File: src/design/lcdnce_pkg.sv
package lcdnce_pkg;

  localparam int MaxDigits = 5;
  localparam int IdxW      = (MaxDigits > 1) ? $clog2(MaxDigits) : 1;
  localparam int WsatW     = $clog2(MaxDigits + 1);
  localparam int PcW       = 5;

  // Command codes
  localparam logic [2:0] FUNC_INIT     = 3'd0;
  localparam logic [2:0] FUNC_CLEAR    = 3'd1;
  localparam logic [2:0] FUNC_GOTO     = 3'd2;
  localparam logic [2:0] FUNC_CHAR     = 3'd3;
  localparam logic [2:0] FUNC_NUMBER   = 3'd4;
  localparam logic [2:0] FUNC_CURS_ON  = 3'd5;
  localparam logic [2:0] FUNC_CURS_OFF = 3'd6;

  // Pause classes after an enable pulse
  localparam logic [1:0] WAIT_NIB   = 2'd0;
  localparam logic [1:0] WAIT_BYTE  = 2'd1;
  localparam logic [1:0] WAIT_INIT  = 2'd2;
  localparam logic [1:0] WAIT_CLEAR = 2'd3;

  localparam logic [7:0] CMD_SET_DDRAM   = 8'h80;
  localparam logic [7:0] LINE1_BASE      = 8'h40;
  localparam logic [7:0] CMD_CURS_BLOCK  = 8'h0F;
  localparam logic [7:0] CMD_CURS_LINE   = 8'h0E;
  localparam logic [7:0] CMD_CURS_HIDDEN = 8'h0C;
  localparam logic [3:0] ASCII_DIGIT_HI  = 4'h3;

  // Program entry points
  localparam logic [PcW-1:0] PC_INIT   = 5'd0;
  localparam logic [PcW-1:0] PC_CLEAR  = 5'd14;
  localparam logic [PcW-1:0] PC_BYTE   = 5'd18;
  localparam logic [PcW-1:0] PC_DIV    = 5'd20;
  localparam logic [PcW-1:0] PC_OUT_HI = 5'd21;

  typedef struct packed {
    logic [2:0]  func;
    logic [7:0]  ch;
    logic [5:0]  x;
    logic        y;
    logic        keep_position;
    logic [15:0] value;
    logic [3:0]  width;
    logic [7:0]  pad;
    logic        block_cursor;
  } in_t;

  typedef struct packed {
    logic       rs;
    logic [3:0] nibble;
    logic [1:0] wait_code;
    logic [5:0] cur_x;
    logic       cur_y;
    logic       last;
  } out_t;

  typedef enum logic [2:0] {
    NSRC_NONE,
    NSRC_CONST,
    NSRC_OP_HI,
    NSRC_OP_LO,
    NSRC_TXT_HI,
    NSRC_TXT_LO
  } nsrc_e;

  typedef enum logic [1:0] {
    SEQ_NEXT,
    SEQ_END,
    SEQ_DIV,
    SEQ_OUT
  } seq_e;

  typedef struct packed {
    nsrc_e          nsrc;
    logic [3:0]     nib;
    logic [1:0]     wcode;
    seq_e           seq;
    logic [PcW-1:0] target;
  } ctl_t;

  function automatic ctl_t cw(input nsrc_e s, input logic [3:0] n, input logic [1:0] w,
                              input seq_e q, input logic [PcW-1:0] t);
    ctl_t c;
    c.nsrc   = s;
    c.nib    = n;
    c.wcode  = w;
    c.seq    = q;
    c.target = t;
    return c;
  endfunction

  // Control store
  function automatic ctl_t ucode(input logic [PcW-1:0] pc);
    ctl_t c;
    unique case (pc)
      5'd0, 5'd1, 5'd2: c = cw(NSRC_CONST, 4'h3, WAIT_INIT, SEQ_NEXT, PC_INIT);
      5'd3:  c = cw(NSRC_CONST, 4'h2, WAIT_INIT,  SEQ_NEXT, PC_INIT);
      5'd4:  c = cw(NSRC_CONST, 4'h2, WAIT_NIB,   SEQ_NEXT, PC_INIT);
      5'd5:  c = cw(NSRC_CONST, 4'h8, WAIT_INIT,  SEQ_NEXT, PC_INIT);
      5'd6:  c = cw(NSRC_CONST, 4'h0, WAIT_NIB,   SEQ_NEXT, PC_INIT);
      5'd7:  c = cw(NSRC_CONST, 4'h8, WAIT_INIT,  SEQ_NEXT, PC_INIT);
      5'd8:  c = cw(NSRC_CONST, 4'h0, WAIT_NIB,   SEQ_NEXT, PC_INIT);
      5'd9:  c = cw(NSRC_CONST, 4'h1, WAIT_INIT,  SEQ_NEXT, PC_INIT);
      5'd10: c = cw(NSRC_CONST, 4'h0, WAIT_NIB,   SEQ_NEXT, PC_INIT);
      5'd11: c = cw(NSRC_CONST, 4'hE, WAIT_INIT,  SEQ_NEXT, PC_INIT);
      5'd12: c = cw(NSRC_CONST, 4'h0, WAIT_NIB,   SEQ_NEXT, PC_INIT);
      5'd13: c = cw(NSRC_CONST, 4'h6, WAIT_INIT,  SEQ_NEXT, PC_INIT);
      5'd14: c = cw(NSRC_CONST, 4'h0, WAIT_NIB,   SEQ_NEXT, PC_INIT);
      5'd15: c = cw(NSRC_CONST, 4'h1, WAIT_CLEAR, SEQ_NEXT, PC_INIT);
      5'd16: c = cw(NSRC_CONST, 4'h8, WAIT_NIB,   SEQ_NEXT, PC_INIT);
      5'd17: c = cw(NSRC_CONST, 4'h0, WAIT_BYTE,  SEQ_END,  PC_INIT);
      5'd18: c = cw(NSRC_OP_HI, 4'h0, WAIT_NIB,   SEQ_NEXT, PC_INIT);
      5'd19: c = cw(NSRC_OP_LO, 4'h0, WAIT_BYTE,  SEQ_END,  PC_INIT);
      5'd20: c = cw(NSRC_NONE,  4'h0, WAIT_NIB,   SEQ_DIV,  PC_DIV);
      5'd21: c = cw(NSRC_TXT_HI, 4'h0, WAIT_NIB,  SEQ_NEXT, PC_INIT);
      5'd22: c = cw(NSRC_TXT_LO, 4'h0, WAIT_BYTE, SEQ_OUT,  PC_OUT_HI);
      default: c = cw(NSRC_NONE, 4'h0, WAIT_NIB,  SEQ_END,  PC_INIT);
    endcase
    return c;
  endfunction

endpackage

File: src/design/lcdnce_div10.sv
// Divide by ten through a reciprocal multiply; exact for all 16-bit values.
module lcdnce_div10 (
  input  logic [15:0] value_i,
  output logic [15:0] quot_o,
  output logic [3:0]  rem_o
);
  logic [32:0] prod;
  logic [15:0] back;

  assign prod   = {17'd0, value_i} * 33'd52429;
  assign quot_o = {2'b00, prod[32:19]};
  assign back   = {quot_o[12:0], 3'b000} + {quot_o[14:0], 1'b0};
  assign rem_o  = 4'(value_i - back);
endmodule

File: src/design/char_lcd_nibble_command_engine_core.sv
// Command engine for a 4-bit character LCD.
// The request channel (in_valid_i / in_ready_o / in_data_i) takes one command:
// init, clear, goto, write char, write number, cursor on or cursor off.
// Each command becomes a run of nibble transfers on the result channel
// (out_valid_o / out_ready_i / out_data_o), high nibble of each byte first,
// with register select, wait class, tracked cursor and a last mark.
// A microcoded sequencer steps through a small control store, one step per
// cycle; a transfer step moves only when the output register is free or is
// being taken, so transfer steps give one nibble per cycle when never stalled.
// Transfers per command: init 18, clear 4, number 2*w, others 2. Write number
// first runs w steps of the divide-by-ten loop (w = width capped at 5). The
// request loads the sequencer state, and the first transfer then enters the
// output register, after the divide loop for write number.
// in_ready_o is low while a command is in progress and rises once its last
// transfer sits in the output register; a stalled receiver holds the step.
// Func 7 and write number with width 0 produce nothing.
// Reset clears the tracked cursor to column 0, line 0 and empties the output.
module char_lcd_nibble_command_engine_core (
  input  logic               clk_i,
  input  logic               rst_ni,
  input  logic               in_valid_i,
  output logic               in_ready_o,
  input  lcdnce_pkg::in_t    in_data_i,
  output logic               out_valid_o,
  input  logic               out_ready_i,
  output lcdnce_pkg::out_t   out_data_o
);
  import lcdnce_pkg::*;

  logic                 busy_q, busy_d;
  logic [PcW-1:0]       pc_q, pc_d;
  logic [IdxW-1:0]      idx_q, idx_d;
  logic [WsatW-1:0]     wsat_q, wsat_d;
  logic [7:0]           op_q, op_d;
  logic                 rs_q, rs_d;
  logic [15:0]          val_q, val_d;
  logic [7:0]           pad_q, pad_d;
  logic [5:0]           column_q, column_d;
  logic                 line_q, line_d;
  logic [7:0]           text_q [MaxDigits];
  logic                 out_valid_q, out_valid_d;
  out_t                 out_q;

  ctl_t                 ctl;
  logic                 accept, emit, advance, at_last_idx, load;
  logic [WsatW-1:0]     width_sat;
  logic [IdxW-1:0]      last_idx;
  logic [WsatW-1:0]     last_w;
  logic [15:0]          quot;
  logic [3:0]           rem;
  logic [7:0]           digit;
  logic [7:0]           txt;
  logic [3:0]           nib;
  logic [6:0]           addr_sum;
  logic                 text_we;

  lcdnce_div10 u_div10 (
    .value_i (val_q),
    .quot_o  (quot),
    .rem_o   (rem)
  );

  assign in_ready_o  = !busy_q;
  assign accept      = in_valid_i && !busy_q;
  assign width_sat   = (in_data_i.width > 4'(MaxDigits)) ? WsatW'(MaxDigits)
                                                         : WsatW'(in_data_i.width);
  assign addr_sum    = {1'b0, in_data_i.x} + (in_data_i.y ? LINE1_BASE[6:0] : 7'd0);

  assign ctl         = ucode(pc_q);
  assign emit        = (ctl.nsrc != NSRC_NONE);
  assign advance     = busy_q && (!emit || !out_valid_q || out_ready_i);
  assign load        = advance && emit;
  assign last_w      = wsat_q - 1'b1;
  assign last_idx    = IdxW'(last_w);
  assign at_last_idx = (idx_q == last_idx);
  assign txt         = text_q[idx_q];

  // Leading positions show the pad once the value has run out of digits.
  assign digit   = (at_last_idx || val_q != 16'd0) ? {ASCII_DIGIT_HI, rem} : pad_q;
  assign text_we = advance && (ctl.seq == SEQ_DIV);

  always_comb begin
    case (ctl.nsrc)
      NSRC_CONST:  nib = ctl.nib;
      NSRC_OP_HI:  nib = op_q[7:4];
      NSRC_OP_LO:  nib = op_q[3:0];
      NSRC_TXT_HI: nib = txt[7:4];
      NSRC_TXT_LO: nib = txt[3:0];
      default:     nib = 4'h0;
    endcase
  end

  always_comb begin
    busy_d   = busy_q;
    pc_d     = pc_q;
    idx_d    = idx_q;
    wsat_d   = wsat_q;
    op_d     = op_q;
    rs_d     = rs_q;
    val_d    = val_q;
    pad_d    = pad_q;
    column_d = column_q;
    line_d   = line_q;

    if (accept) begin
      unique case (in_data_i.func)
        FUNC_INIT, FUNC_CLEAR: begin
          busy_d   = 1'b1;
          pc_d     = (in_data_i.func == FUNC_INIT) ? PC_INIT : PC_CLEAR;
          rs_d     = 1'b0;
          column_d = 6'd0;
          line_d   = 1'b0;
        end
        FUNC_GOTO: begin
          busy_d = 1'b1;
          pc_d   = PC_BYTE;
          rs_d   = 1'b0;
          op_d   = CMD_SET_DDRAM | {1'b0, addr_sum};
          if (!in_data_i.keep_position) begin
            column_d = in_data_i.x;
            line_d   = in_data_i.y;
          end
        end
        FUNC_CHAR: begin
          busy_d = 1'b1;
          pc_d   = PC_BYTE;
          rs_d   = 1'b1;
          op_d   = in_data_i.ch;
        end
        FUNC_NUMBER: begin
          if (width_sat != '0) begin
            busy_d = 1'b1;
            pc_d   = PC_DIV;
            rs_d   = 1'b1;
            wsat_d = width_sat;
            idx_d  = IdxW'(width_sat - 1'b1);
            val_d  = in_data_i.value;
            pad_d  = in_data_i.pad;
          end
        end
        FUNC_CURS_ON: begin
          busy_d = 1'b1;
          pc_d   = PC_BYTE;
          rs_d   = 1'b0;
          op_d   = in_data_i.block_cursor ? CMD_CURS_BLOCK : CMD_CURS_LINE;
        end
        FUNC_CURS_OFF: begin
          busy_d = 1'b1;
          pc_d   = PC_BYTE;
          rs_d   = 1'b0;
          op_d   = CMD_CURS_HIDDEN;
        end
        default: begin
        end
      endcase
    end else if (advance) begin
      unique case (ctl.seq)
        SEQ_NEXT: pc_d = pc_q + 1'b1;
        SEQ_END:  busy_d = 1'b0;
        SEQ_DIV: begin
          // Digits fill right to left; leave idx at zero for the send loop.
          val_d = quot;
          if (idx_q == '0) begin
            pc_d = pc_q + 1'b1;
          end else begin
            idx_d = idx_q - 1'b1;
            pc_d  = ctl.target;
          end
        end
        SEQ_OUT: begin
          if (at_last_idx) begin
            busy_d = 1'b0;
          end else begin
            idx_d = idx_q + 1'b1;
            pc_d  = ctl.target;
          end
        end
        default: busy_d = 1'b0;
      endcase
    end
  end

  assign out_valid_d = load || (out_valid_q && !out_ready_i);

  always_ff @(posedge clk_i or negedge rst_ni) begin
    if (!rst_ni) begin
      busy_q      <= 1'b0;
      pc_q        <= PC_INIT;
      idx_q       <= '0;
      wsat_q      <= '0;
      column_q    <= 6'd0;
      line_q      <= 1'b0;
      out_valid_q <= 1'b0;
    end else begin
      busy_q      <= busy_d;
      pc_q        <= pc_d;
      idx_q       <= idx_d;
      wsat_q      <= wsat_d;
      column_q    <= column_d;
      line_q      <= line_d;
      out_valid_q <= out_valid_d;
    end
  end

  always_ff @(posedge clk_i) begin
    op_q  <= op_d;
    rs_q  <= rs_d;
    val_q <= val_d;
    pad_q <= pad_d;
    if (text_we) begin
      text_q[idx_q] <= digit;
    end
    if (load) begin
      out_q.rs        <= rs_q;
      out_q.nibble    <= nib;
      out_q.wait_code <= ctl.wcode;
      out_q.cur_x     <= column_q;
      out_q.cur_y     <= line_q;
      out_q.last      <= (ctl.seq == SEQ_END) || (ctl.seq == SEQ_OUT && at_last_idx);
    end
  end

  assign out_valid_o = out_valid_q;
  assign out_data_o  = out_q;
endmodule

File: config.mk
export PLATFORM = sky130hd
export DESIGN_NAME = char_lcd_nibble_command_engine_core
export DESIGN_NICKNAME = d
export VERILOG_FILES = /design/src/design/lcdnce_pkg.sv /design/src/design/lcdnce_div10.sv /design/src/design/char_lcd_nibble_command_engine_core.sv
export SDC_FILE = /design/constraint.sdc
export NUM_CORES = 1
export LEC_CHECK = 0
export BUFFER_PORTS_ARGS = -buffer_cell sky130_fd_sc_hd__buf_2
export CORE_UTILIZATION = 55
export DETAILED_ROUTE_END_ITERATION = 7
export GPL_TIMING_DRIVEN = 0
export PLACE_DENSITY = 0.74
export SLEW_MARGIN = 20
export SYNTH_ARGS = -nofsm -noshare
export SYNTH_HDL_FRONTEND = slang
export SYNTH_SLANG_ARGS = --single-unit
File: constraint.sdc
create_clock -name clk_i -period 6.9 [get_ports clk_i]
set_input_delay 1.38 -clock clk_i [delete_from_list [all_inputs] [get_ports clk_i]]
set_output_delay 1.38 -clock clk_i [all_outputs]
set_load 0.01 [all_outputs]
==> impl_metrics.csv <==
group,metric,value,unit
timing,finalClockSkew,15.9,ps
logic_synthesis,synth-xor-area-share,0.0266,
place,routabilityCongestion,0.927,
routing,dr_wl_met2,9.96,mm
logic_synthesis,synth_compound_area_frac,0.0877,
place,dp_cells,1246,
routing,wl_per_cell,17.1,um
critical_path,max_stage_delay,560,ps
grt,grt_pass1_wl,35.3,mm
logic_synthesis,synthMuxAreaShare,0.0441,
cells_and_area,finalNetCount,1326,
routing,highest_layer,"met4",
clocking,cts_hold_buf,0,
logic_synthesis,avgSynthCellArea,10.6,um^2
place,pre_cts_ws,217,ps
die,start_util,0.559,
grt,grt_start_max_net_pins,23,
cells_and_area,drive_gt1_frac,0.131,
clocking,cts_tree,"built",
clocking,clkTransAtPathRegs,80,ps
routing,dr.pass1.iters,5,
run,drv_cap,0,
logic_synthesis,syn_area,10000,um^2
routing,drcViolationCount,0,
die,die_area,18800,um^2
cells_and_area,fin_cells,1272,
routing,wl_met3,1.33,mm
timing,fin_crit_sh,0.969,
grt,grt_usage,0.254,
timing,fin_ws,212,ps
place,port_buffers,67,
critical_path,worstPathBufferInverterCount,4,
logic_synthesis,synth_edf_count,88,
routing,routed_wl,21.7,mm
cells_and_area,final_common_cell,"inv_1",
critical_path,worstPathArrival,6770,ps
logic_synthesis,yosysWarnings,0,
worst_hold_path,worstHoldPathType,"flip-flop to flip-flop",
logic_synthesis,netlist_instances,950,
critical_path,cp_top_family,"adder cells",
timing,finalHoldViolations,0,
timing,whs,452,ps
grt,overflow,0,
clocking,cts.root.buffer_cell,"clkbuf_16",
die,rows,49,
clocking,clock_latency,370,ps
clocking,clk_path_buf_depth,2,
routing,vias,6875,
cells_and_area,final_cell_mix,"inv_1 (217), ha_1 (155), edfxtp_1 (88)",
logic_synthesis,synthSimpleGateAreaFrac,0.0842,
place,dpl.hpwl,17.8,mm
timing,period_minus_slack,6690,ps
worst_hold_path,min_from,"column_q[5]$_DFFE_PN0P_",
logic_synthesis,synth-async-reset-ratio,0.185,
critical_path,crit_top_cell,"fa_1",
cells_and_area,fillCellCount,1450,
logic_synthesis,synth_cell_type_count,71,
cells_and_area,area_growth,10.5,%
critical_path,crit_type,"flip-flop to flip-flop",
critical_path,worst-path-max-fanout,5,
logic_synthesis,syn_nets,1238,
critical_path,startpoint,"val_q[7]$_DFFE_PP_",
critical_path,crit_chain,"ha_1 -> inv_1 -> fa_1 -> inv_1 -> fa_1 -> fa_1 -> fa_1 -> inv_1 -> fa_1 -> inv_1 -> ha_1 -> and4_1 -> a211oi_1 -> nand3_1 -> a21oi_1 -> xnor2_1 -> ha_1 -> xnor2_1 -> xnor3_1 -> xnor2_1 -> o21ai_2",
critical_path,r2r_start,"val_q[7]$_DFFE_PP_",
timing,drv_slew,0,
critical_path,crit_required,6980,ps
critical_path,crit_slowest_cell,"fa_1",
logic_synthesis,synth-seq-cells,108,
clocking,cts_made_buffers,9,
clocking,h-tree-depth,3,
routing,dr.first_iter.drc_count,394,
die,die_w,137,um
timing,max_freq,150,MHz
grt,antenna_found_initial,0,
die,io_pins,69,
critical_path,worstSetupStartpointType,"flip-flop",
timing,slew_headroom,0.436,
die,die_y,137,um
routing,detail-route-antenna-nets,0,
timing,final-setup-viol-count,0,
logic_synthesis,synth-adder-area-share,0.354,
logic_synthesis,ys_seq_area_frac,0.313,
die,coreArea,18000,um^2
grt,grt_pass1_vias,6884,
cells_and_area,diodes,0,
routing,drt-met1-wl,10.1,mm
routing,via_per_inst,5.40,
logic_synthesis,synth_top_family_by_area,"adder cells",
clocking,cts_sinks,108,
logic_synthesis,synth-main-ff-cell,"edfxtp_1",
timing,worst_pin_slew,846,ps
cells_and_area,final_util,0.618,
outcome,status,"finished clean",
critical_path,critPathCaptureType,"flip-flop",
==> cell usage after synthesis, types with 2 or more instances <==
library cell / n / area share
mux2i_1: 15 / 0.015
buf_1: 2 / 0.00075
nor2_2: 2 / 0.0012
o21ai_0: 34 / 0.017
xor2_1: 13 / 0.011
nand3_1: 25 / 0.012
ha_1: 155 / 0.19
edfxtp_1: 88 / 0.26
nor3_2: 2 / 0.0020
nand2b_1: 6 / 0.0037
o21ai_1: 3 / 0.0015
xnor2_1: 15 / 0.013
a31oi_1: 5 / 0.0031
nand2_1: 53 / 0.020
nor2_1: 41 / 0.015
o211ai_1: 3 / 0.0022
nor3_1: 11 / 0.0055
o31ai_1: 5 / 0.0037
o21a_1: 3 / 0.0022
nor2b_1: 4 / 0.0025
and2_1: 11 / 0.0068
nand4_1: 6 / 0.0037
fa_1: 81 / 0.16
buf_2: 5 / 0.0025
a211oi_1: 3 / 0.0022
clkbuf_1: 15 / 0.0056
o221ai_1: 2 / 0.0017
o22ai_1: 5 / 0.0031
mux4_2: 11 / 0.025
a311oi_1: 2 / 0.0017
inv_1: 217 / 0.081
o21ai_2: 3 / 0.0026
a21oi_1: 37 / 0.018
dfrtp_1: 20 / 0.050
mux2_1: 3 / 0.0034
a21o_1: 9 / 0.0067
==> cell families after synthesis <==
logic type / after synthesis
XOR/XNOR: 29
AO/OA/AOI/OAI: 132
flip-flops: 108
AND/OR/NAND/NOR: 175
buffers and inverters: 240
adder cells (fa/ha/maj): 236
multiplexers: 30
==> registers in the layout (all words and copies together) (netlist names), 3 cells and up <==
name and flops:
pc_q 5, idx_q 3, op_q 8, val_q 16
out_data_o 15, wsat_q 3, text_q 40, pad_q 8
column_q 6
==> metrics by stage <==
step	setup TNS, ps	cell area (um^2)
final	0	11100
after global routing	-50.5	11100
after CTS	0	11000
after detailed placement	0	10700
after global placement	0	10700
after floorplan	0	10000
==> per-layer routing <==
layer | vias to the layer above | GRT usage
met3 | 28 | 0.0526
met1 | 3308 | 0.360
met4 | 0 | 0.0696
li1 | 3352 | -
met2 | 187 | 0.396
met5 | - | 0
==> final timing paths <==
path                                      endpoint  slack (ps)  cells after the start
min in group asynchronous       busy_q$_DFFE_PN0P_         970                      1
hold reg to reg            out_data_o[7]$_DFFE_PP_         450                      0
setup reg to reg            text_q[4][3]$_DFFE_PP_         210                     21
hold / removal             out_data_o[7]$_DFFE_PP_         450                      0
max in group asynchronous     idx_q[2]$_DFFE_PN0P_        5580                      1
setup / recovery            text_q[4][3]$_DFFE_PP_         210                     21
==> what timing repair did <==
item | 4_1_cts | 5_1_grt
gates resized for setup | 0 | 1
hold endpoints to repair | 0 | 0
setup buffers | 0 | 10
setup endpoints to repair | 0 | 10
==> cell type report <==
class	count	area (um^2)	area share
clock buffer	9	225	0.0203
multi-input combinational	602	6040	0.544
sequential	108	3140	0.283
tap	229	287	0.0258
buffer	22	88.8	0.00800
clock inverter	7	91.3	0.00823
inverter	218	818	0.0737
timing repair buffer	77	410	0.0370
Power is not shown: default switching activity piles up to over one toggle a cycle in this logic, so the estimate is an artifact.
